==> src/rtl/positional_list_engine_top_macros.svh <==
// ----------------------------------------------------------------------------
// Assertion macros for the positional list engine
// Each macro checks a property on the rising edge of clk.
// ----------------------------------------------------------------------------
`ifndef POSITIONAL_LIST_ENGINE_TOP_MACROS_SVH
`define POSITIONAL_LIST_ENGINE_TOP_MACROS_SVH
`ifndef SYNTH
// check a property outside reset
`define PLE_ASSERT(lbl, prop, msg) \
	lbl: assert property (@(posedge clk) disable iff (!arst_n) prop) else $error(msg);
// check a property on every edge, reset included
`define PLE_ASSERT_ALWAYS(lbl, prop, msg) \
	lbl: assert property (@(posedge clk) prop) else $error(msg);
`else
`define PLE_ASSERT(lbl, prop, msg)
`define PLE_ASSERT_ALWAYS(lbl, prop, msg)
`endif
`endif

==> src/rtl/ple_pkg.sv <==
// ----------------------------------------------------------------------------
// ple_pkg
// Word types and operation and status codes of the positional list engine.
// ----------------------------------------------------------------------------
`default_nettype none

package ple_pkg;

	// operation codes
	localparam logic [2:0] FN_INS_POS   = 3'd0;
	localparam logic [2:0] FN_INS_FRONT = 3'd1;
	localparam logic [2:0] FN_INS_BACK  = 3'd2;
	localparam logic [2:0] FN_DEL_POS   = 3'd3;
	localparam logic [2:0] FN_DEL_FRONT = 3'd4;
	localparam logic [2:0] FN_DEL_BACK  = 3'd5;
	localparam logic [2:0] FN_DUMP      = 3'd6;

	// result status codes
	localparam logic [1:0] STS_OK     = 2'd0;
	localparam logic [1:0] STS_BADPOS = 2'd1;
	localparam logic [1:0] STS_EMPTY  = 2'd2;
	localparam logic [1:0] STS_FULL   = 2'd3;

	// request word
	typedef struct packed {
		logic [2:0]   func;
		logic [4:0]   position;
		logic signed [31:0] value;
	} in_word_t;

	// result word
	typedef struct packed {
		logic [1:0]   status;
		logic signed [31:0] element;
		logic [4:0]   occupancy;
		logic         final_flag;
	} out_word_t;

	// result handed from the sequencer to the output buffer
	typedef struct packed {
		logic      load;
		out_word_t word;
	} res_push_t;

endpackage

`default_nettype wire

==> src/rtl/ple_ram.sv <==
// ----------------------------------------------------------------------------
// ple_ram
// Simple dual-port RAM: one write port, one read port, registered read data.
// ----------------------------------------------------------------------------
`default_nettype none

module ple_ram #(
	parameter int WIDTH = 32,
	parameter int DEPTH = 16,
	localparam int AW = (DEPTH > 1) ? $clog2(DEPTH) : 1
) (
	input  wire logic             clk,
	input  wire logic             wr_en,
	input  wire logic [AW-1:0]    wr_addr,
	input  wire logic [WIDTH-1:0] wr_data,
	input  wire logic             rd_en,
	input  wire logic [AW-1:0]    rd_addr,
	output logic      [WIDTH-1:0] rd_data
);

	logic [WIDTH-1:0] mem_q [DEPTH];

	// write port
	always_ff @(posedge clk) begin
		if (wr_en) begin
			mem_q[wr_addr] <= wr_data;
		end
	end

	// read port, data holds when no read is issued
	always_ff @(posedge clk) begin
		if (rd_en) begin
			rd_data <= mem_q[rd_addr];
		end
	end

endmodule

`default_nettype wire

==> src/rtl/ple_outbuf.sv <==
// ----------------------------------------------------------------------------
// ple_outbuf
// Result register between the sequencer and the result channel.
// ----------------------------------------------------------------------------
`default_nettype none

module ple_outbuf
	import ple_pkg::*;
(
	input  wire logic      clk,
	input  wire logic      arst_n,
	input  wire res_push_t push,
	output logic           slot_free,
	output logic           rsp_valid,
	input  wire logic      rsp_ready,
	output out_word_t      rsp
);

	logic      valid_q;
	out_word_t word_q;

	// a new word may enter when the register is empty or drains this cycle
	assign slot_free = !valid_q || rsp_ready;
	assign rsp_valid = valid_q;
	assign rsp       = word_q;

	// track occupancy of the result register
	always_ff @(posedge clk or negedge arst_n) begin
		if (!arst_n) begin
			valid_q <= 1'b0;
		end else if (push.load) begin
			valid_q <= 1'b1;
		end else if (rsp_ready) begin
			valid_q <= 1'b0;
		end
	end

	// capture the word
	always_ff @(posedge clk) begin
		if (push.load) begin
			word_q <= push.word;
		end
	end

endmodule

`default_nettype wire

==> src/rtl/ple_ctrl.sv <==
// ----------------------------------------------------------------------------
// ple_ctrl
// Sequencer: decodes a request, shifts list entries through the RAM one
// entry per cycle and produces the result words.
// ----------------------------------------------------------------------------
`default_nettype none
`include "positional_list_engine_top_macros.svh"

module ple_ctrl
	import ple_pkg::*;
#(
	parameter int DEPTH = 16,
	parameter int DATA_WIDTH = 32,
	localparam int AW = (DEPTH > 1) ? $clog2(DEPTH) : 1,
	localparam int LW = $clog2(DEPTH + 1)
) (
	input  wire logic                  clk,
	input  wire logic                  arst_n,
	input  wire in_word_t              req,
	input  wire logic                  req_valid,
	output logic                       req_ready,
	input  wire logic                  slot_free,
	output res_push_t                  push,
	output logic                       wr_en,
	output logic [AW-1:0]              wr_addr,
	output logic [DATA_WIDTH-1:0]      wr_data,
	output logic                       rd_en,
	output logic [AW-1:0]              rd_addr,
	input  wire logic [DATA_WIDTH-1:0] rd_data
);

	localparam int CW = ((LW > 5) ? LW : 5) + 1;
	localparam int EW = (DATA_WIDTH < 32) ? DATA_WIDTH : 32;

	// sequencer states
	localparam logic [2:0] S_IDLE    = 3'd0;
	localparam logic [2:0] S_INS_SH  = 3'd1;
	localparam logic [2:0] S_INS_PUT = 3'd2;
	localparam logic [2:0] S_DEL_GET = 3'd3;
	localparam logic [2:0] S_DEL_SH  = 3'd4;
	localparam logic [2:0] S_DUMP    = 3'd5;
	localparam logic [2:0] S_RESP    = 3'd6;

	logic [2:0]            state_q, state_d;
	logic [LW-1:0]         len_q, len_d;
	logic [AW-1:0]         ptr_q, ptr_d;
	logic [AW-1:0]         idx_q, idx_d;
	logic [DATA_WIDTH-1:0] val_q, val_d;
	logic [1:0]            sts_q, sts_d;
	logic [31:0]           elem_q, elem_d;

	logic [CW-1:0]         pos_x, len_x;
	logic [AW-1:0]         pos_m1;
	logic [LW-1:0]         len_m1;
	logic                  at_tail;
	logic                  accept;
	logic                  ins_bad, is_full, del_bad, is_empty;
	logic [AW-1:0]         ins_idx;
	logic [31:0]           elem_rd;

	// request decode helpers
	assign accept   = req_valid && req_ready;
	assign pos_x    = CW'(req.position);
	assign len_x    = CW'(len_q);
	assign pos_m1   = AW'(pos_x - 1'b1);
	assign len_m1   = len_q - 1'b1;
	assign at_tail  = (LW'(ptr_q) == len_m1);
	assign is_empty = (len_q == '0);
	assign is_full  = (len_q == LW'(DEPTH));
	assign ins_bad  = (req.func == FN_INS_POS) &&
		((req.position == 5'd0) || (pos_x > len_x + 1'b1));
	assign del_bad  = (req.position == 5'd0) || (pos_x > len_x);
	assign elem_rd  = 32'(rd_data[EW-1:0]);
	assign req_ready = (state_q == S_IDLE);

	// pick the slot of a new element
	always_comb begin
		case (req.func)
			FN_INS_POS:   ins_idx = pos_m1;
			FN_INS_FRONT: ins_idx = '0;
			default:      ins_idx = AW'(len_q);
		endcase
	end

	// next state, RAM accesses and result words
	always_comb begin
		state_d = state_q;
		len_d   = len_q;
		ptr_d   = ptr_q;
		idx_d   = idx_q;
		val_d   = val_q;
		sts_d   = sts_q;
		elem_d  = elem_q;
		rd_en   = 1'b0;
		rd_addr = ptr_q;
		wr_en   = 1'b0;
		wr_addr = ptr_q;
		wr_data = rd_data;
		push    = '0;
		unique case (state_q)
			S_IDLE: begin
				if (accept) begin
					sts_d  = STS_OK;
					elem_d = '0;
					unique case (req.func) inside
						FN_INS_POS, FN_INS_FRONT, FN_INS_BACK: begin
							val_d = DATA_WIDTH'($unsigned(req.value));
							idx_d = ins_idx;
							if (ins_bad) begin
								sts_d   = STS_BADPOS;
								state_d = S_RESP;
							end else if (is_full) begin
								sts_d   = STS_FULL;
								state_d = S_RESP;
							end else if (LW'(ins_idx) == len_q) begin
								state_d = S_INS_PUT;
							end else begin
								// start the shift at the tail
								rd_en   = 1'b1;
								rd_addr = AW'(len_m1);
								ptr_d   = AW'(len_m1);
								state_d = S_INS_SH;
							end
						end
						FN_DEL_POS: begin
							if (del_bad) begin
								sts_d   = STS_BADPOS;
								state_d = S_RESP;
							end else begin
								rd_en   = 1'b1;
								rd_addr = pos_m1;
								ptr_d   = pos_m1;
								state_d = S_DEL_GET;
							end
						end
						FN_DEL_FRONT, FN_DEL_BACK: begin
							if (is_empty) begin
								sts_d   = STS_EMPTY;
								state_d = S_RESP;
							end else begin
								rd_en   = 1'b1;
								rd_addr = (req.func == FN_DEL_FRONT) ? '0 : AW'(len_m1);
								ptr_d   = (req.func == FN_DEL_FRONT) ? '0 : AW'(len_m1);
								state_d = S_DEL_GET;
							end
						end
						FN_DUMP: begin
							if (is_empty) begin
								sts_d   = STS_EMPTY;
								state_d = S_RESP;
							end else begin
								rd_en   = 1'b1;
								rd_addr = '0;
								ptr_d   = '0;
								state_d = S_DUMP;
							end
						end
						default: begin
							state_d = S_RESP;
						end
					endcase
				end
			end
			S_INS_SH: begin
				// move the entry one slot up, walk toward the insert slot
				wr_en   = 1'b1;
				wr_addr = AW'(ptr_q + 1'b1);
				wr_data = rd_data;
				if (ptr_q == idx_q) begin
					state_d = S_INS_PUT;
				end else begin
					rd_en   = 1'b1;
					rd_addr = AW'(ptr_q - 1'b1);
					ptr_d   = AW'(ptr_q - 1'b1);
				end
			end
			S_INS_PUT: begin
				// drop the new element into its slot
				wr_en   = 1'b1;
				wr_addr = idx_q;
				wr_data = val_q;
				len_d   = len_q + 1'b1;
				state_d = S_RESP;
			end
			S_DEL_GET: begin
				// hold the removed value, start closing the gap
				elem_d = elem_rd;
				if (at_tail) begin
					len_d   = len_m1;
					state_d = S_RESP;
				end else begin
					rd_en   = 1'b1;
					rd_addr = AW'(ptr_q + 1'b1);
					ptr_d   = AW'(ptr_q + 1'b1);
					state_d = S_DEL_SH;
				end
			end
			S_DEL_SH: begin
				// move the entry one slot down
				wr_en   = 1'b1;
				wr_addr = AW'(ptr_q - 1'b1);
				wr_data = rd_data;
				if (at_tail) begin
					len_d   = len_m1;
					state_d = S_RESP;
				end else begin
					rd_en   = 1'b1;
					rd_addr = AW'(ptr_q + 1'b1);
					ptr_d   = AW'(ptr_q + 1'b1);
				end
			end
			S_DUMP: begin
				// emit one element per free slot; read data holds while stalled
				if (slot_free) begin
					push.load            = 1'b1;
					push.word.status     = STS_OK;
					push.word.element    = elem_rd;
					push.word.occupancy  = 5'(len_q);
					push.word.final_flag = at_tail;
					if (at_tail) begin
						state_d = S_IDLE;
					end else begin
						rd_en   = 1'b1;
						rd_addr = AW'(ptr_q + 1'b1);
						ptr_d   = AW'(ptr_q + 1'b1);
					end
				end
			end
			S_RESP: begin
				// hand over the single result word
				if (slot_free) begin
					push.load            = 1'b1;
					push.word.status     = sts_q;
					push.word.element    = elem_q;
					push.word.occupancy  = 5'(len_q);
					push.word.final_flag = 1'b1;
					state_d = S_IDLE;
				end
			end
			default: begin
				state_d = S_IDLE;
			end
		endcase
	end

	// control registers
	always_ff @(posedge clk or negedge arst_n) begin
		if (!arst_n) begin
			state_q <= S_IDLE;
			len_q   <= '0;
		end else begin
			state_q <= state_d;
			len_q   <= len_d;
		end
	end

	// working registers
	always_ff @(posedge clk) begin
		ptr_q  <= ptr_d;
		idx_q  <= idx_d;
		val_q  <= val_d;
		sts_q  <= sts_d;
		elem_q <= elem_d;
	end

	`PLE_ASSERT(a_idle_no_write, (state_q == S_IDLE) |-> !wr_en, "write while idle")
	`PLE_ASSERT(a_no_rw_clash, (wr_en && rd_en) |-> (wr_addr != rd_addr), "read and write collide")
	`PLE_ASSERT(a_len_step, !$stable(len_q) |-> ((len_q == $past(len_q) + 1'b1) || ($past(len_q) == len_q + 1'b1)), "length jumped")
	`PLE_ASSERT(a_push_room, push.load |-> slot_free, "result pushed into full buffer")
	`PLE_ASSERT(a_len_cap, len_q <= LW'(DEPTH), "length above capacity")

endmodule

`default_nettype wire

==> src/rtl/positional_list_engine_top.sv <==
// ----------------------------------------------------------------------------
// positional_list_engine_top
// Ordered list of up to DEPTH values in a RAM with positional insert,
// delete and dump requests.
// ----------------------------------------------------------------------------
//
// Channel | Dir | Handshake            | Word
// --------+-----+----------------------+-----------------------------------
// req     | in  | req_valid/req_ready  | func, position, value
// rsp     | out | rsp_valid/rsp_ready  | status, element, occupancy, final
//
// A request is taken only while the sequencer is idle; it may be taken
// while the previous result still sits in the result register.
// Errors, unused codes and an empty dump go straight to the result. Insert
// shifts the entries at or above the insert slot up, delete the entries
// above the removed one down. Dump: one word per cycle while not stalled.
// The single RAM write port sets the one entry per cycle shift rate.
// A stalled result channel holds the sequencer at its next result word.
// Reset clears the length and the control state; the RAM is not cleared.
// ----------------------------------------------------------------------------
`default_nettype none

module positional_list_engine_top
	import ple_pkg::*;
#(
	parameter int DEPTH = 16,
	parameter int DATA_WIDTH = 32
) (
	input  wire logic     clk,
	input  wire logic     arst_n,
	input  wire logic     req_valid,
	output logic          req_ready,
	input  wire in_word_t req,
	output logic          rsp_valid,
	input  wire logic     rsp_ready,
	output out_word_t     rsp
);

	localparam int AW = (DEPTH > 1) ? $clog2(DEPTH) : 1;

	logic                  wr_en, rd_en;
	logic [AW-1:0]         wr_addr, rd_addr;
	logic [DATA_WIDTH-1:0] wr_data, rd_data;
	logic                  slot_free;
	res_push_t             push;

	// list storage
	ple_ram #(
		.WIDTH (DATA_WIDTH),
		.DEPTH (DEPTH)
	) u_ram (
		.clk     (clk),
		.wr_en   (wr_en),
		.wr_addr (wr_addr),
		.wr_data (wr_data),
		.rd_en   (rd_en),
		.rd_addr (rd_addr),
		.rd_data (rd_data)
	);

	// request sequencer
	ple_ctrl #(
		.DEPTH      (DEPTH),
		.DATA_WIDTH (DATA_WIDTH)
	) u_ctrl (
		.clk       (clk),
		.arst_n    (arst_n),
		.req       (req),
		.req_valid (req_valid),
		.req_ready (req_ready),
		.slot_free (slot_free),
		.push      (push),
		.wr_en     (wr_en),
		.wr_addr   (wr_addr),
		.wr_data   (wr_data),
		.rd_en     (rd_en),
		.rd_addr   (rd_addr),
		.rd_data   (rd_data)
	);

	// result register
	ple_outbuf u_outbuf (
		.clk       (clk),
		.arst_n    (arst_n),
		.push      (push),
		.slot_free (slot_free),
		.rsp_valid (rsp_valid),
		.rsp_ready (rsp_ready),
		.rsp       (rsp)
	);

endmodule

`default_nettype wire
==> config.mk <==
export PLATFORM = sky130hd
export DESIGN_NAME = positional_list_engine_top
export DESIGN_NICKNAME = d
export VERILOG_FILES = /design/src/rtl/ple_pkg.sv /design/src/rtl/ple_ram.sv /design/src/rtl/ple_outbuf.sv /design/src/rtl/ple_ctrl.sv /design/src/rtl/positional_list_engine_top.sv
export VERILOG_INCLUDE_DIRS = /design/src /design/src/rtl
export SDC_FILE = /design/constraint.sdc
export NUM_CORES = 1
export LEC_CHECK = 0
export ABC_AREA = 0
export BUFFER_PORTS_ARGS = -buffer_cell sky130_fd_sc_hd__buf_2
export CAP_MARGIN = 5
export CORE_MARGIN = 4
export CORE_UTILIZATION = 45
export CTS_CLUSTER_SIZE = 28
export DETAILED_ROUTE_END_ITERATION = 10
export SLEW_MARGIN = 0
export SYNTH_ARGS = -nofsm -noshare
export SYNTH_HDL_FRONTEND = slang
export SYNTH_SLANG_ARGS = --single-unit
export TNS_END_PERCENT = 20
==> constraint.sdc <==
create_clock -name clk -period 3.85 [get_ports clk]
set_input_delay 0.385 -clock clk [delete_from_list [all_inputs] [get_ports clk]]
set_output_delay 0.385 -clock clk [all_outputs]
set_load 0.1 [all_outputs]
# After elaboration in Yosys (flattened, before gate mapping)
# Memories as Yosys holds them, arrays and structs flattened. A register that Yosys moved wholly into a read port is not among the register bits.
# Cells that the tools add are included.
op_classes:
  add_sub_neg: 6
  magnitude_cmp: 2
  eq_ne: 23
  n_mux: 59
  reduce_logical: 23
op_table:
  columns: ["op", "count"]
  rows:
  - ["41-bit 2-to-1 mux", 2]
  - ["41-bit case mux with 2 select lines", 1]
  - ["32-bit 2-to-1 mux", 2]
  - ["32-bit case mux with 2 select lines", 1]
  - ["4-bit 2-to-1 mux", 11]
  - ["4-bit case mux with 4 select lines", 2]
  - ["3-bit 2-to-1 mux", 10]
  - ["3-bit case mux with 7 select lines", 1]
  - ["3-bit equality test (second input constant)", 6]
  - ["1-bit 2-to-1 mux", 15]
  - ["3-bit by 2-bit equality test with 1-bit output (second input constant)", 4]
  - ["2-bit 2-to-1 mux", 6]
  - ["3-bit case mux with 4 select lines", 1]
  - ["4-bit case mux with 3 select lines", 1]
  - ["4-bit by 5-bit equality test with 1-bit output", 2]
  - ["5-bit logical NOT", 2]
  - ["5-bit case mux with 2 select lines", 1]
  - ["3-bit OR reduction", 3]
  - ["2-bit by 1-bit inequality test with 1-bit output (second input constant)", 4]
  - ["4-bit case mux with 2 select lines", 1]
  - ["4-bit by 1-bit subtractor with 4-bit output (second input constant)", 2]
  - ["5-bit by 1-bit adder with 6-bit output (second input constant)", 1]
  - ["3-bit by 1-bit equality test with 1-bit output (second input constant)", 2]
  - ["5-bit by 6-bit > comparator with 1-bit output", 1]
  - ["other kinds (20)", 31]
word_totals:
  regBits: 123
  ramBits: 512
  inputBits: 44
  n_memories: 1
memory_table:
  columns: ["memory", "words", "word_bits", "read_ports", "rd_clocked_by_memory_dff", "wr", "line", "rtl"]
  rows:
  - ["u_ram.mem_q", 16, 32, 1, 1, 1, "ple_ram.sv:21", "logic [WIDTH-1:0] mem_q [DEPTH];"]

# Depth between registers and ports, before layout
# Gate-level depths: netlist of the first run.
depth:
  ltp_word: 9
  depth_mapped: 19

# Modules after synthesis
# A second synthesis of the first run with hierarchy kept.
hier_totals:
  cells_unflattened: 1367
  hier_area_um2: 26512.9
by_module_without_submodules:
  columns: ["mod", "n_inst", "cells_per_inst", "area_each_um2", "seq_area_each_um2"]
  rows:
  - ["ple_ram", 1, 838, 20155.6, 16335.7]
  - ["ple_ctrl", 1, 486, 5108.6, 2382.3]
  - ["ple_outbuf", 1, 43, 1248.7, 1226.2]

# Least setup slack after synthesis of the first run
# Ideal clock, no wire load.
synth_timing:
  kind: "register -> register"
  from: "register u_ctrl.len_q[0]"
  to: "register u_ram.rd_data[10], read port of u_ram.mem_q, data pin"
  setup_time_ns: 0.272
  t_arrival_ns: 3.825
  required_time_ns: 3.578
  slack_ns: -0.247
  path_stages_with_launch: 20
  path_cell_list: "dfrtp_1 > buf_2 > inv_1 > ha_1 > inv_1 > ha_1 > nor2b_1 > o21bai_1 > a31oi_1 > o21ai_1 > o211ai_1 > a21oi_1 > o211ai_1 > and2_1 > buf_6 > buf_4 > buf_2 > mux2i_1 > o22ai_1 > or4_1"
synth_via:
  elab_chain_cells: 8
synth_lines:
  columns: ["element", "line", "rtl"]
  rows:
  - ["start: declaration", "ple_ctrl.sv:45", "logic [LW-1:0] len_q, len_d;"]
  - ["start signal: assignment", "ple_ctrl.sv:253", "len_q <= len_d;"]
  - ["5-bit by 1-bit adder with 6-bit output / 4-bit case mux with 2 select lines (equally long branches)", "ple_ctrl.sv:71, ple_ctrl.sv:78", null]
  - ["5-bit by 6-bit > comparator with 1-bit output / 4-bit by 5-bit equality test with 1-bit output (equally long branches)", "ple_ctrl.sv:71, ple_ctrl.sv:115", null]
  - ["1-bit logical OR, or another cell as far along", "ple_ctrl.sv:71", "((req.position == 5'd0) || (pos_x > len_x + 1'b1));"]
  - ["1-bit logical AND, or another cell as far along", "ple_ctrl.sv:70", "assign ins_bad = (req.func == FN_INS_POS) &&"]
  - ["4-bit 2-to-1 mux / 1-bit 2-to-1 mux (equally long branches)", null, null]
  - ["4-bit case mux with 4 select lines / 1-bit case mux with 3 select lines (equally long branches)", "ple_ctrl.sv:105", "unique case (req.func) inside"]
  - ["4-bit 2-to-1 mux / 1-bit 2-to-1 mux (equally long branches)", "ple_ctrl.sv:102", "if (accept) begin"]
  - ["4-bit case mux with 4 select lines / 1-bit case mux with 4 select lines (equally long branches)", null, null]
  - ["end: declaration", "ple_ram.sv:18", "output logic [WIDTH-1:0] rd_data"]
# Several ways; a longest one is shown, not always the timed one.
# A chain may end at the register's enable or synchronous reset.

# Worst setup path in the final report of the first run
layout_timing:
  from: "register u_ctrl.len_q[0]"
  to: "register u_ram.rd_data[11], read port of u_ram.mem_q, data pin"
layout_via:
  elab_chain_cells: 8
layout_lines:
  columns: ["element", "line", "rtl"]
  rows:
  - ["5-bit by 1-bit adder with 6-bit output / 4-bit case mux with 2 select lines (equally long branches)", "ple_ctrl.sv:71, ple_ctrl.sv:78", null]
  - ["5-bit by 6-bit > comparator with 1-bit output / 4-bit by 5-bit equality test with 1-bit output (equally long branches)", "ple_ctrl.sv:71, ple_ctrl.sv:115", null]
  - ["1-bit logical OR / 4-bit 2-to-1 mux (equally long branches)", null, null]
  - ["1-bit logical AND / 4-bit 2-to-1 mux (equally long branches)", null, null]
  - ["4-bit 2-to-1 mux", null, null]
  - ["4-bit case mux with 4 select lines", "ple_ctrl.sv:105", null]
  - ["4-bit 2-to-1 mux", "ple_ctrl.sv:102", null]
  - ["4-bit case mux with 4 select lines (*)", null, null]
  - ["net rd_addr[2]", "positional_list_engine_top.sv:42", "logic [AW-1:0] wr_addr, rd_addr;"]
# Mark *: on every way through the listed nets, which the timed path passes. The rest lies on a longest branch.

==> flow_results.xml, run 1 <==
<?xml version="1.0" encoding="UTF-8"?>
<metrics>
  <group name="global_routing">
    <metric name="overflow" unit="">0</metric>
    <metric name="largest_net_degree_at_the_start_of_global_routing" unit="">34</metric>
    <metric name="grt_antenna_before_repair" unit="">1</metric>
    <metric name="grtUsageMet1" unit="">0.296</metric>
    <metric name="grt_pass1_vias" unit="">15800</metric>
    <metric name="wire_length_of_the_first_global_routing_pass" unit="um">102000</metric>
    <metric name="grtUsageTotal" unit="">0.213</metric>
    <metric name="globalRouteMet3Util" unit="">0.0271</metric>
    <metric name="grt-busiest-layer" unit="">met2</metric>
    <metric name="met2_usage" unit="">0.358</metric>
  </group>
  <group name="hold_path">
    <metric name="worst_hold_path_depth" unit="">3</metric>
    <metric name="hp-class" unit="">input port to flop</metric>
    <metric name="timing.hold.worst.start" unit="">rsp_ready</metric>
    <metric name="min_to" unit="">u_outbuf.rsp_valid</metric>
  </group>
  <group name="routing">
    <metric name="drt-initial-drc-count" unit="">1290</metric>
    <metric name="final_antenna_net_count" unit="">0</metric>
    <metric name="detail_route.drc_violations" unit="">0</metric>
    <metric name="postRouteWirelength" unit="um">71500</metric>
    <metric name="detailroute.via_count" unit="">16100</metric>
    <metric name="avgViaCountPerCell" unit="">5.81</metric>
    <metric name="firstDrtPassIters" unit="">5</metric>
    <metric name="detail_route.wl_per_cell" unit="um">25.8</metric>
  </group>
  <group name="clock_tree">
    <metric name="tritoncts" unit="">yes</metric>
    <metric name="clockRootBuffer" unit="">sky130_fd_sc_hd__clkbuf_16</metric>
    <metric name="h_tree_level_count" unit="">3</metric>
    <metric name="cts_made_buffers" unit="">70</metric>
    <metric name="clk_transition_reported_paths" unit="ps">60</metric>
    <metric name="numClockSinks" unit="">667</metric>
    <metric name="cts-root-to-sink-buffers" unit="">3</metric>
    <metric name="clock_insertion_delay_worst_skew" unit="ps">600</metric>
  </group>
  <group name="critical_path">
    <metric name="worst_r2r_startpoint" unit="">u_ctrl.len_q[0]</metric>
    <metric name="worst_ep_arrival_time" unit="ps">4510</metric>
    <metric name="worst_setup_path_start_kind" unit="">flop</metric>
    <metric name="timing.critical_path.required" unit="ps">4180</metric>
    <metric name="end_kind" unit="">flop</metric>
    <metric name="timing.reg2reg.worst_path_depth" unit="">18</metric>
    <metric name="worst-r2r-setup-slack" unit="ps">-330</metric>
    <metric name="crit-reg2reg-capture" unit="">u_ram.rd_data[11]</metric>
    <metric name="worst-setup-path-type" unit="">flop to flop</metric>
    <metric name="timing.critical_path.fanout_max" unit="">5</metric>
  </group>
  <group name="logic_synthesis">
    <metric name="synth_nets" unit="">1712</metric>
    <metric name="postSynth.asyncResetShare" unit="">0.0135</metric>
    <metric name="syn_area_per_cell" unit="um^2">16.5</metric>
    <metric name="synth.yosys.seq_area_share" unit="">0.731</metric>
    <metric name="synthesis.instances" unit="">1652</metric>
    <metric name="synth.lib_cells_used.distinct" unit="">72</metric>
    <metric name="ys.flop_type" unit="">sky130_fd_sc_hd__edfxtp_1</metric>
    <metric name="syn-cell-area" unit="um^2">27300</metric>
    <metric name="synth-warning-count" unit="">0</metric>
    <metric name="synth_seq_cells" unit="">667</metric>
    <metric name="synth_top_cell_by_area" unit="">sky130_fd_sc_hd__edfxtp_1</metric>
    <metric name="synth.top_cells.by_area" unit="">sky130_fd_sc_hd__edfxtp_1 72%, sky130_fd_sc_hd__mux2i_1 8.3%, sky130_fd_sc_hd__o22ai_1 2.3%, sky130_fd_sc_hd__a211oi_1 1.9%, sky130_fd_sc_hd__mux2_2 1.3%</metric>
    <metric name="share_of_the_synthesized_area_in_the_top_cell_type" unit="">0.720</metric>
    <metric name="synth_enable_flop_cells" unit="">654</metric>
  </group>
  <group name="layout">
    <metric name="layout.cell_area.non_filler" unit="um^2">33700</metric>
    <metric name="flow.area_growth_from_synthesis" unit="%">23.7</metric>
    <metric name="diode_count" unit="">0</metric>
    <metric name="num-nets-final" unit="">2003</metric>
    <metric name="fin_cells" unit="">2766</metric>
    <metric name="n_fill_cell" unit="">4543</metric>
    <metric name="final_layout_size_suffix_gt1_frac" unit="">0.266</metric>
  </group>
  <group name="timing">
    <metric name="timing.final.ws_setup" unit="ps">-327</metric>
    <metric name="setup_viol_count_final" unit="">32</metric>
    <metric name="unrepaired_setup_endpoints_after_global_routing" unit="">true</metric>
    <metric name="slew_headroom" unit="">0.495</metric>
    <metric name="worstMarginPinSlew" unit="ps">757</metric>
    <metric name="final.period_utilization" unit="">1.08</metric>
    <metric name="slew_violations" unit="">0</metric>
    <metric name="timing_hold_violations_final" unit="">0</metric>
    <metric name="maxClockFrequency" unit="MHz">239</metric>
    <metric name="skew" unit="ps">20.6</metric>
    <metric name="period_minus_slack" unit="ps">4180</metric>
  </group>
  <group name="floorplan">
    <metric name="floorplan.initialDensity" unit="">0.459</metric>
    <metric name="die_w" unit="um">254</metric>
    <metric name="ios" unit="">86</metric>
    <metric name="fp.dieH" unit="um">254</metric>
    <metric name="floorplan.core_area" unit="um^2">59500</metric>
    <metric name="cell_row_count" unit="">89</metric>
    <metric name="die_area" unit="um^2">64600</metric>
  </group>
  <group name="place">
    <metric name="dp.final_hpwl" unit="um">39300</metric>
    <metric name="routabilityCongestion" unit="">0.847</metric>
    <metric name="placedCellCount" unit="">2561</metric>
    <metric name="io_buffer_count" unit="">85</metric>
    <metric name="placed_cell_area" unit="um^2">29900</metric>
  </group>
  <group name="status">
    <metric name="status" unit="">complete, but fails checks</metric>
    <metric name="violations" unit="">setup timing</metric>
  </group>
  <group name="flow_run">
    <metric name="max_cap_viol_count" unit="">0</metric>
  </group>
</metrics>
-- metrics by stage --
stage / hold WS (ps) / setup TNS, ps / worst slack (ps) / util
2_1_floorplan: 89.4 / -445 / -22.8 / -
3_3_place_gp: 268 / -9810 / -431 / 0.502
3_5_place_dp: 274 / -11230 / -417 / 0.502
4_1_cts: 53.5 / -5590 / -214 / 0.556
5_1_grt: 87.4 / -11550 / -403 / 0.567
6_report: 96.2 / -8030 / -327 / 0.567
-- flip-flops by register name, summed over array words and instances, names as in the netlist --
register / cells
u_ctrl.elem_q: 32
u_ctrl.idx_q: 4
u_ctrl.len_q: 5
u_ctrl.ptr_q: 4
u_ctrl.state_q: 3
u_ctrl.sts_q: 2
u_ctrl.val_q: 32
u_outbuf.rsp: 40
u_outbuf.rsp_valid: 1
u_ram.mem_q: 512
u_ram.rd_data: 32
-- worst max path at each step --
stage,from,endpoint,slack [ps],cells past startpoint
finish,u_ctrl.len_q[0],u_ram.rd_data[11],-330,18
global route,u_ctrl.len_q[0],u_ram.rd_data[5],-400,18
CTS,u_ctrl.len_q[0],u_ram.rd_data[10],-210,17
detailed placement,u_ctrl.len_q[0],u_ram.rd_data[15],-420,16
global placement,u_ctrl.len_q[0],u_ram.rd_data[31],-430,14
floorplan,u_ctrl.len_q[0],u_ram.rd_data[0],-20,19
-- synth_stat cells, types with 3 or more instances --
master	instances
sky130_fd_sc_hd__a211oi_1	68
sky130_fd_sc_hd__dfrtp_1	9
sky130_fd_sc_hd__a31oi_1	7
sky130_fd_sc_hd__mux2i_1	225
sky130_fd_sc_hd__nor4_1	5
sky130_fd_sc_hd__xor2_1	6
sky130_fd_sc_hd__a221o_1	3
sky130_fd_sc_hd__a32oi_1	4
sky130_fd_sc_hd__or4_1	33
sky130_fd_sc_hd__o211ai_1	6
sky130_fd_sc_hd__o31ai_1	3
sky130_fd_sc_hd__buf_4	4
sky130_fd_sc_hd__nand2_1	43
sky130_fd_sc_hd__o21ai_0	16
sky130_fd_sc_hd__buf_2	25
sky130_fd_sc_hd__nor3b_1	4
sky130_fd_sc_hd__a21o_1	5
sky130_fd_sc_hd__ha_1	16
sky130_fd_sc_hd__inv_1	18
sky130_fd_sc_hd__a22o_1	33
sky130_fd_sc_hd__a21oi_1	27
sky130_fd_sc_hd__nand2b_1	9
sky130_fd_sc_hd__dfxtp_1	4
sky130_fd_sc_hd__nand3_1	13
sky130_fd_sc_hd__a21boi_1	10
sky130_fd_sc_hd__mux2_2	32
sky130_fd_sc_hd__xnor2_1	12
sky130_fd_sc_hd__a21boi_0	22
sky130_fd_sc_hd__or3_1	4
sky130_fd_sc_hd__buf_6	21
sky130_fd_sc_hd__nor3_1	16
sky130_fd_sc_hd__and2_1	37
sky130_fd_sc_hd__o21ai_1	5
sky130_fd_sc_hd__o22ai_1	100
sky130_fd_sc_hd__and3_1	5
sky130_fd_sc_hd__edfxtp_1	654
sky130_fd_sc_hd__nor2_1	49
sky130_fd_sc_hd__clkbuf_1	50
sky130_fd_sc_hd__nor2b_1	6
-- what timing repair did --
action | 4_1_cts | 5_1_grt
buffers inserted | 17 | 16
cloned | 9 | 9
gates resized for setup | 42 | 79
endpoints found under the hold margin | 41 | 0
hold buffers | 33 | 0
pin swaps | 11 | 22
endpoints found under the setup margin | 32 | 32
-- area by class of cell --
| type | instances | area, um^2 | share of cell area |
|---|---|---|---|
| flip-flops and latches | 667 | 19900 | 0.591 |
| multi-input cells | 863 | 7290 | 0.216 |
| repair buffers | 320 | 3240 | 0.0961 |
| clock buffers | 81 | 1820 | 0.0541 |
| well taps | 773 | 967 | 0.0287 |
| clock inverters | 41 | 379 | 0.0112 |
| inverters | 21 | 86.3 | 0.00256 |
-- logic make-up after synthesis --
group / Yosys count / share of synthesized area
xor gates and xnor gates: 19 / 0.00661
AOI/OAI and AO/OA: 328 / 0.0841
muxes: 257 / 0.0958
and+or+nand+nor: 243 / 0.0502
adders and majority gates: 16 / 0.00734
buffers and inverters: 122 / 0.0245
DFF: 667 / 0.731
-- cell usage in the layout (no fill, tap or decap), types with 33 or more instances in the layout --
master                          Yosys  final
sky130_fd_sc_hd__buf_2             25     85
sky130_fd_sc_hd__nand2_1           43     40
sky130_fd_sc_hd__and2_1            37     36
sky130_fd_sc_hd__mux2i_1          225    214
sky130_fd_sc_hd__dlygate4sd3_1      0     33
sky130_fd_sc_hd__buf_12             0     39
sky130_fd_sc_hd__buf_4              4    126
sky130_fd_sc_hd__o22ai_1          100     97
sky130_fd_sc_hd__a211oi_1          68     49
sky130_fd_sc_hd__edfxtp_1         654    654
sky130_fd_sc_hd__a22o_1            33     33
sky130_fd_sc_hd__clkbuf_16          0     78
-- worst max-delay path: stages (launching register included) --
cell and delay [ps]:
sky130_fd_sc_hd__dfrtp_2 430, sky130_fd_sc_hd__ha_4 180, sky130_fd_sc_hd__nand3_4 100, sky130_fd_sc_hd__xnor2_4 170, sky130_fd_sc_hd__ha_4 290, sky130_fd_sc_hd__nand3_4 70
sky130_fd_sc_hd__o21bai_4 180, sky130_fd_sc_hd__a31oi_4 260, sky130_fd_sc_hd__buf_6 130, sky130_fd_sc_hd__o21ai_2 60, sky130_fd_sc_hd__o211ai_1 120, sky130_fd_sc_hd__o41ai_2 120
sky130_fd_sc_hd__buf_4 140, sky130_fd_sc_hd__a311o_1 400, sky130_fd_sc_hd__nand3b_1 250, sky130_fd_sc_hd__buf_12 170, sky130_fd_sc_hd__buf_6 190, sky130_fd_sc_hd__o22ai_1 80
sky130_fd_sc_hd__or4_1 530
-- routing by layer --
metal	vias up	wire length, um
li1	7191	-
met4	0	1770
met3	106	3730
met1	8272	31200
met5	-	0
met2	490	34800
Power of run 1 is left out: the tool's default activity adds up to more than one toggle a clock period on the data nets, which glitch-free logic cannot reach.
==> inputs of run 2 (changes only) <==
- TNS_END_PERCENT: 20 -> default
==> run 2 against run 1 <==
The flow still finishes with violations (setup timing). Core utilization about the same. Critical path depth down 1. Hold slack worse by 16 ps. Die area unchanged. First-iteration DRC count up 22%. Final cell count about the same.
==> flow_results.xml, run 2 (same netlist as run 1, synthesis figures left out) <==
<?xml version="1.0" encoding="UTF-8"?>
<metrics>
  <group name="global_routing">
    <metric name="grt_antenna_before_repair" unit="">0</metric>
    <metric name="grt_pass1_vias" unit="">15400</metric>
    <metric name="overflow" unit="">0</metric>
    <metric name="wire_length_of_the_first_global_routing_pass" unit="um">100000</metric>
    <metric name="grtUsageTotal" unit="">0.210</metric>
    <metric name="largest_net_degree_at_the_start_of_global_routing" unit="">41</metric>
  </group>
  <group name="layout">
    <metric name="flow.area_growth_from_synthesis" unit="%">23.8</metric>
    <metric name="regMostFlops" unit="">u_ram.mem_q</metric>
    <metric name="final_cell_mix" unit="">654 x sky130_fd_sc_hd__edfxtp_1, 206 x sky130_fd_sc_hd__mux2i_1, 111 x sky130_fd_sc_hd__buf_4, 100 x sky130_fd_sc_hd__o22ai_1, 85 x sky130_fd_sc_hd__buf_2</metric>
    <metric name="largest_reg_flops" unit="">512</metric>
    <metric name="fin_cells" unit="">2764</metric>
    <metric name="multiInputGateArea" unit="um^2">7280</metric>
    <metric name="final_layout_size_suffix_gt1_frac" unit="">0.265</metric>
    <metric name="final_common_cell" unit="">sky130_fd_sc_hd__edfxtp_1</metric>
    <metric name="diode_count" unit="">0</metric>
    <metric name="register_area" unit="um^2">19900</metric>
    <metric name="num-nets-final" unit="">1999</metric>
    <metric name="n_fill_cell" unit="">4588</metric>
  </group>
  <group name="critical_path">
    <metric name="end_kind" unit="">flop</metric>
    <metric name="worst_r2r_startpoint" unit="">u_ctrl.len_q[0]</metric>
    <metric name="timing.critical_path.required" unit="ps">4180</metric>
    <metric name="crit-reg2reg-capture" unit="">u_ram.rd_data[6]</metric>
    <metric name="worst_setup_path_start_kind" unit="">flop</metric>
    <metric name="crit_path_start" unit="">u_ctrl.len_q[0]</metric>
    <metric name="timing.critical_path.fanout_max" unit="">10</metric>
    <metric name="worst-r2r-setup-slack" unit="ps">-210</metric>
    <metric name="worst-setup-path-type" unit="">flop to flop</metric>
    <metric name="endpoint" unit="">u_ram.rd_data[6]</metric>
    <metric name="worst_ep_arrival_time" unit="ps">4390</metric>
    <metric name="timing.reg2reg.worst_path_depth" unit="">17</metric>
  </group>
  <group name="timing">
    <metric name="slew_headroom" unit="">0.340</metric>
    <metric name="unrepaired_setup_endpoints_after_global_routing" unit="">true</metric>
    <metric name="slew_violations" unit="">0</metric>
    <metric name="skew" unit="ps">15.9</metric>
    <metric name="period_minus_slack" unit="ps">4060</metric>
    <metric name="timing_hold_violations_final" unit="">0</metric>
    <metric name="maxClockFrequency" unit="MHz">246</metric>
    <metric name="worstMarginPinSlew" unit="ps">987</metric>
    <metric name="timing.final.ws_setup" unit="ps">-210</metric>
    <metric name="final.period_utilization" unit="">1.05</metric>
    <metric name="setup_viol_count_final" unit="">32</metric>
  </group>
  <group name="clock_tree">
    <metric name="clockRootBuffer" unit="">sky130_fd_sc_hd__clkbuf_16</metric>
    <metric name="numClockSinks" unit="">667</metric>
    <metric name="cts_made_buffers" unit="">71</metric>
    <metric name="h_tree_level_count" unit="">3</metric>
    <metric name="cts-root-to-sink-buffers" unit="">3</metric>
    <metric name="clk_transition_reported_paths" unit="ps">60</metric>
    <metric name="tritoncts" unit="">yes</metric>
    <metric name="clock_insertion_delay_worst_skew" unit="ps">600</metric>
  </group>
  <group name="place">
    <metric name="dp.final_hpwl" unit="um">39600</metric>
    <metric name="io_buffer_count" unit="">85</metric>
    <metric name="placedCellCount" unit="">2570</metric>
    <metric name="routabilityCongestion" unit="">0.848</metric>
  </group>
  <group name="floorplan">
    <metric name="die_area" unit="um^2">64600</metric>
    <metric name="fp.dieH" unit="um">254</metric>
    <metric name="cell_row_count" unit="">89</metric>
    <metric name="floorplan.core_area" unit="um^2">59500</metric>
    <metric name="die_w" unit="um">254</metric>
    <metric name="ios" unit="">86</metric>
    <metric name="floorplan.initialDensity" unit="">0.459</metric>
  </group>
  <group name="routing">
    <metric name="drt-initial-drc-count" unit="">1570</metric>
    <metric name="final_antenna_net_count" unit="">0</metric>
    <metric name="detail_route.drc_violations" unit="">0</metric>
    <metric name="detail_route.wl_per_cell" unit="um">25.3</metric>
    <metric name="firstDrtPassIters" unit="">5</metric>
    <metric name="detailroute.via_count" unit="">15900</metric>
    <metric name="avgViaCountPerCell" unit="">5.75</metric>
    <metric name="postRouteWirelength" unit="um">69900</metric>
  </group>
  <group name="hold_path">
    <metric name="hp-class" unit="">input port to flop</metric>
  </group>
  <group name="status">
    <metric name="violations" unit="">setup timing</metric>
    <metric name="status" unit="">complete, but fails checks</metric>
  </group>
  <group name="flow_run">
    <metric name="max_cap_viol_count" unit="">0</metric>
  </group>
</metrics>
run 2: cell types whose count changed in the layout (fill, tap and decap cells not counted), sizes merged, moves of 2 or more:
cell / change
buf: -5
clkbuf: +7
clkinv: +2
inv: -3
bufbuf: -3
run 2: per-layer routing:
metal / up-vias / GRT usage / routed length (um)
li1: 7195 / - / -
met1: 7998 / 0.309 / 31400
met2: 571 / 0.328 / 32300
met3: 116 / 0.0332 / 4560
met4: 0 / 0.0611 / 1630
met5: - / 0 / 0
run 2: layout make-up:
cell class / instances / share of cell area
Timing Repair Buffer: 314 / 0.0945
Clock buffer: 86 / 0.0568
Clock inverter: 39 / 0.0105
Inverter: 21 / 0.00267
Multi-Input combinational cell: 864 / 0.216
Sequential cell: 667 / 0.591
Tap cell: 773 / 0.0287
run 2: worst min path at each step:
stage / startpoint / end / slack [ps] / depth (start not counted)
6_report: rsp_ready / u_outbuf.rsp_valid / 80 / 3
3_5_place_dp: arst_n / u_ctrl.len_q[0] / 270 / 1
2_1_floorplan: arst_n / u_ctrl.len_q[0] / 90 / 0
5_1_grt: rsp_ready / u_outbuf.rsp_valid / 70 / 3
3_3_place_gp: arst_n / u_ctrl.len_q[0] / 260 / 1
4_1_cts: rsp_ready / u_outbuf.rsp_valid / 50 / 3
run 2: worst max-delay path, cell delays in order, from the launching register on:
cell                       delay (ps)
sky130_fd_sc_hd__dfrtp_2          440
sky130_fd_sc_hd__buf_6            130
sky130_fd_sc_hd__inv_4             70
sky130_fd_sc_hd__ha_4             210
sky130_fd_sc_hd__buf_4            160
sky130_fd_sc_hd__xor2_2           170
sky130_fd_sc_hd__nand2_2           80
sky130_fd_sc_hd__a211oi_4         200
sky130_fd_sc_hd__buf_4            180
sky130_fd_sc_hd__nor2_4            60
sky130_fd_sc_hd__a221o_1          370
sky130_fd_sc_hd__buf_4            140
sky130_fd_sc_hd__a311o_2          450
sky130_fd_sc_hd__nand3b_1         190
sky130_fd_sc_hd__buf_6            160
sky130_fd_sc_hd__buf_12           150
sky130_fd_sc_hd__o22ai_1           80
sky130_fd_sc_hd__or4_4            540
run 2: timing repair:
item                                   4_1_cts  5_1_grt
hold buffers                                33        0
pin swaps                                    8       37
setup buffers                               10       13
resized for setup                           44       83
setup endpoints to repair                   32       32
endpoints found under the hold margin       41        0
gates cloned                                 5       10
run 2: through the flow:
step	util	instance area [um^2]	hold slack [ps]	setup slack (ps)	setup TNS [ps]
after global routing	0.568	33800	70.3	-397	-11220
after CTS	0.556	33100	49.3	-236	-5820
final	0.568	33800	80.5	-210	-4960
after detailed placement	0.505	30000	270	-368	-9300
after global placement	0.505	30000	263	-285	-7250
after floorplan	-	27400	89.4	10.4	0
Power of run 2 is left out for the same reason.
==> inputs of run 3 (changes only) <==
- GPL_TIMING_DRIVEN: default -> 0
- HOLD_SLACK_MARGIN: default -> 0.06
- clock period: 3.85 -> 3.65 ns (I/O delays scaled with it)
==> run 3 against run 2 <==
The flow still finishes with violations (setup timing). Hold slack better by 76 ps. Final cell count increased by 0.83%. Clock skew rose by 1.6 ps.
==> flow_results.xml, run 3 (same netlist as run 1, synthesis figures left out) <==
<?xml version="1.0" encoding="UTF-8"?>
<metrics>
  <group name="floorplan">
    <metric name="floorplan.initialDensity" unit="">0.459</metric>
    <metric name="die_w" unit="um">254</metric>
    <metric name="cell_row_count" unit="">89</metric>
    <metric name="floorplan.core_area" unit="um^2">59500</metric>
    <metric name="die_area" unit="um^2">64600</metric>
    <metric name="ios" unit="">86</metric>
    <metric name="fp.dieH" unit="um">254</metric>
  </group>
  <group name="critical_path">
    <metric name="timing.critical_path.required" unit="ps">3990</metric>
    <metric name="critical_path.cell_chain" unit="">buf_6 &gt; inv_6 &gt; ha_1 &gt; buf_6 &gt; xor2_2 &gt; a32oi_2 &gt; a211oi_4 &gt; or2_1 &gt; o21ai_1 &gt; o311ai_2 &gt; nand4_4 &gt; and2_4 &gt; buf_4 &gt; buf_16 &gt; buf_6 &gt; a211oi_1 &gt; a211oi_1 &gt; or4_4</metric>
    <metric name="critical_path_depth" unit="">18</metric>
    <metric name="timing.critical_path.fanout_max" unit="">10</metric>
    <metric name="worst_setup_path_start_kind" unit="">flop</metric>
    <metric name="crit_path_start" unit="">u_ctrl.len_q[0]</metric>
    <metric name="worst-setup-path-type" unit="">flop to flop</metric>
    <metric name="worst_ep_arrival_time" unit="ps">4640</metric>
    <metric name="timing.reg2reg.worst_path_depth" unit="">18</metric>
    <metric name="worst_r2r_startpoint" unit="">u_ctrl.len_q[0]</metric>
    <metric name="cpPeakStageDelay" unit="ps">510</metric>
    <metric name="gate_family_responsible_for_the_most_delay_along_the_worst_path" unit="">compound AO/OA/AOI/OAI gates</metric>
    <metric name="end_kind" unit="">flop</metric>
    <metric name="worst-path-buf-inv" unit="">6</metric>
    <metric name="timing.critical_path.slowest_stage_cell" unit="">sky130_fd_sc_hd__or4_4</metric>
    <metric name="crit_path_frequent_cell" unit="">sky130_fd_sc_hd__buf_6</metric>
  </group>
  <group name="global_routing">
    <metric name="grtUsageMet1" unit="">0.314</metric>
    <metric name="largest_net_degree_at_the_start_of_global_routing" unit="">32</metric>
    <metric name="grtUsageTotal" unit="">0.220</metric>
    <metric name="grt-busiest-layer" unit="">met2</metric>
    <metric name="overflow" unit="">0</metric>
    <metric name="globalRouteMet3Util" unit="">0.0373</metric>
    <metric name="grt_antenna_before_repair" unit="">1</metric>
    <metric name="grt_pass1_vias" unit="">15900</metric>
    <metric name="met2_usage" unit="">0.354</metric>
    <metric name="wire_length_of_the_first_global_routing_pass" unit="um">104000</metric>
  </group>
  <group name="routing">
    <metric name="detail_route.drc_violations" unit="">0</metric>
    <metric name="detail_route.wl_per_cell" unit="um">26.4</metric>
    <metric name="drt-initial-drc-count" unit="">1439</metric>
    <metric name="detailroute.via_count" unit="">16200</metric>
    <metric name="avgViaCountPerCell" unit="">5.82</metric>
    <metric name="postRouteWirelength" unit="um">73700</metric>
    <metric name="firstDrtPassIters" unit="">7</metric>
    <metric name="final_antenna_net_count" unit="">0</metric>
  </group>
  <group name="timing">
    <metric name="final.period_utilization" unit="">1.18</metric>
    <metric name="slew_headroom" unit="">0.347</metric>
    <metric name="unrepaired_setup_endpoints_after_global_routing" unit="">true</metric>
    <metric name="timing_hold_violations_final" unit="">0</metric>
    <metric name="setup_viol_count_final" unit="">32</metric>
    <metric name="period_minus_slack" unit="ps">4300</metric>
    <metric name="maxClockFrequency" unit="MHz">233</metric>
    <metric name="timing.final.ws_setup" unit="ps">-649</metric>
    <metric name="worstMarginPinSlew" unit="ps">966</metric>
    <metric name="skew" unit="ps">17.4</metric>
    <metric name="slew_violations" unit="">0</metric>
    <metric name="fin_tns_setup" unit="ps">-16340</metric>
  </group>
  <group name="status">
    <metric name="violations" unit="">setup timing</metric>
    <metric name="status" unit="">complete, but fails checks</metric>
  </group>
  <group name="clock_tree">
    <metric name="tritoncts" unit="">yes</metric>
    <metric name="clockRootBuffer" unit="">sky130_fd_sc_hd__clkbuf_16</metric>
    <metric name="numClockSinks" unit="">667</metric>
    <metric name="h_tree_level_count" unit="">3</metric>
    <metric name="cts_made_buffers" unit="">69</metric>
    <metric name="clock_insertion_delay_worst_skew" unit="ps">610</metric>
    <metric name="clk_transition_reported_paths" unit="ps">60</metric>
    <metric name="cts-root-to-sink-buffers" unit="">3</metric>
  </group>
  <group name="layout">
    <metric name="final_layout_size_suffix_gt1_frac" unit="">0.268</metric>
    <metric name="final_common_cell" unit="">sky130_fd_sc_hd__edfxtp_1</metric>
    <metric name="n_fill_cell" unit="">4507</metric>
    <metric name="largest_reg_flops" unit="">512</metric>
    <metric name="num-nets-final" unit="">2021</metric>
    <metric name="final_cell_mix" unit="">654 x sky130_fd_sc_hd__edfxtp_1, 209 x sky130_fd_sc_hd__mux2i_1, 97 x sky130_fd_sc_hd__o22ai_1, 92 x sky130_fd_sc_hd__buf_2, 78 x sky130_fd_sc_hd__clkbuf_16</metric>
    <metric name="layout.cell_area.non_filler" unit="um^2">34200</metric>
    <metric name="regMostFlops" unit="">u_ram.mem_q</metric>
    <metric name="multiInputGateArea" unit="um^2">7400</metric>
    <metric name="flow.area_growth_from_synthesis" unit="%">25.5</metric>
    <metric name="register_area" unit="um^2">19900</metric>
    <metric name="diode_count" unit="">0</metric>
  </group>
  <group name="place">
    <metric name="io_buffer_count" unit="">83</metric>
    <metric name="place_worst_setup_slack" unit="ps">-1660</metric>
    <metric name="dp.final_hpwl" unit="um">45800</metric>
    <metric name="routabilityCongestion" unit="">0.830</metric>
    <metric name="placed_cell_area" unit="um^2">29400</metric>
  </group>
  <group name="hold_path">
    <metric name="hp-class" unit="">input port to asynchronous set/reset pin</metric>
  </group>
  <group name="flow_run">
    <metric name="max_cap_viol_count" unit="">0</metric>
  </group>
</metrics>
run 3: cell count changes in the layout (fill, tap and decap cells not counted), sizes merged:
cell / delta
dlygate4sd3: +1
bufinv: +1
buf: -21
nor2: +2
o21ai: -1
inv: +2
clkbuf: +46
clkinv: -7
run 3: per-layer routing:
metal / share of wire / vias to the layer above
met2: 0.47 / 558
li1: - / 7248
met3: 0.065 / 124
met5: 0 / -
met4: 0.027 / 0
met1: 0.44 / 8280
run 3: metrics by stage:
stage,hold WS (ps),util,instances
final,157,0.575,2787
after floorplan,69.4,-,1652
after global placement,249,0.484,2508
after detailed placement,250,0.495,2531
after CTS,149,0.559,2743
after global routing,169,0.575,2787
run 3: cell type report:
class / instances / area share
Buffer: 99 / 0.0304
Clock buffer: 89 / 0.0545
Clock inverter: 35 / 0.0106
Inverter: 21 / 0.00289
Multi-Input combinational cell: 865 / 0.216
Sequential cell: 667 / 0.583
Tap cell: 773 / 0.0283
Timing Repair Buffer: 238 / 0.0737
run 3: worst reg2reg max path: stages, from the launching register on:
cell and delay (ps):
sky130_fd_sc_hd__dfrtp_2 420, sky130_fd_sc_hd__buf_6 150, sky130_fd_sc_hd__inv_6 50, sky130_fd_sc_hd__ha_1 200, sky130_fd_sc_hd__buf_6 140, sky130_fd_sc_hd__xor2_2 160
sky130_fd_sc_hd__a32oi_2 150, sky130_fd_sc_hd__a211oi_4 400, sky130_fd_sc_hd__or2_1 190, sky130_fd_sc_hd__o21ai_1 90, sky130_fd_sc_hd__o311ai_2 130, sky130_fd_sc_hd__nand4_4 240
sky130_fd_sc_hd__and2_4 280, sky130_fd_sc_hd__buf_4 150, sky130_fd_sc_hd__buf_16 160, sky130_fd_sc_hd__buf_6 170, sky130_fd_sc_hd__a211oi_1 320, sky130_fd_sc_hd__a211oi_1 140
sky130_fd_sc_hd__or4_4 520
run 3: timing repair:
action	in CTS	in global routing
endpoints found under the setup margin	58	231
gates resized for setup	164	95
hold buffers	34	0
cloned	8	8
endpoints found under the hold margin	42	0
pin swaps	46	39
buffers inserted	47	37
run 3: worst paths after layout:
path	end	slack, ps
worst min register to register	u_outbuf.rsp[28]	530
min in group clk	u_ctrl.idx_q[0]	210
worst min-delay path	u_ctrl.len_q[4]	160
worst max-delay path	u_ram.rd_data[7]	-650
worst max register to register	u_ram.rd_data[7]	-650
max in group asynchronous	u_ctrl.len_q[2]	3270
Power of run 3 is left out for the same reason.
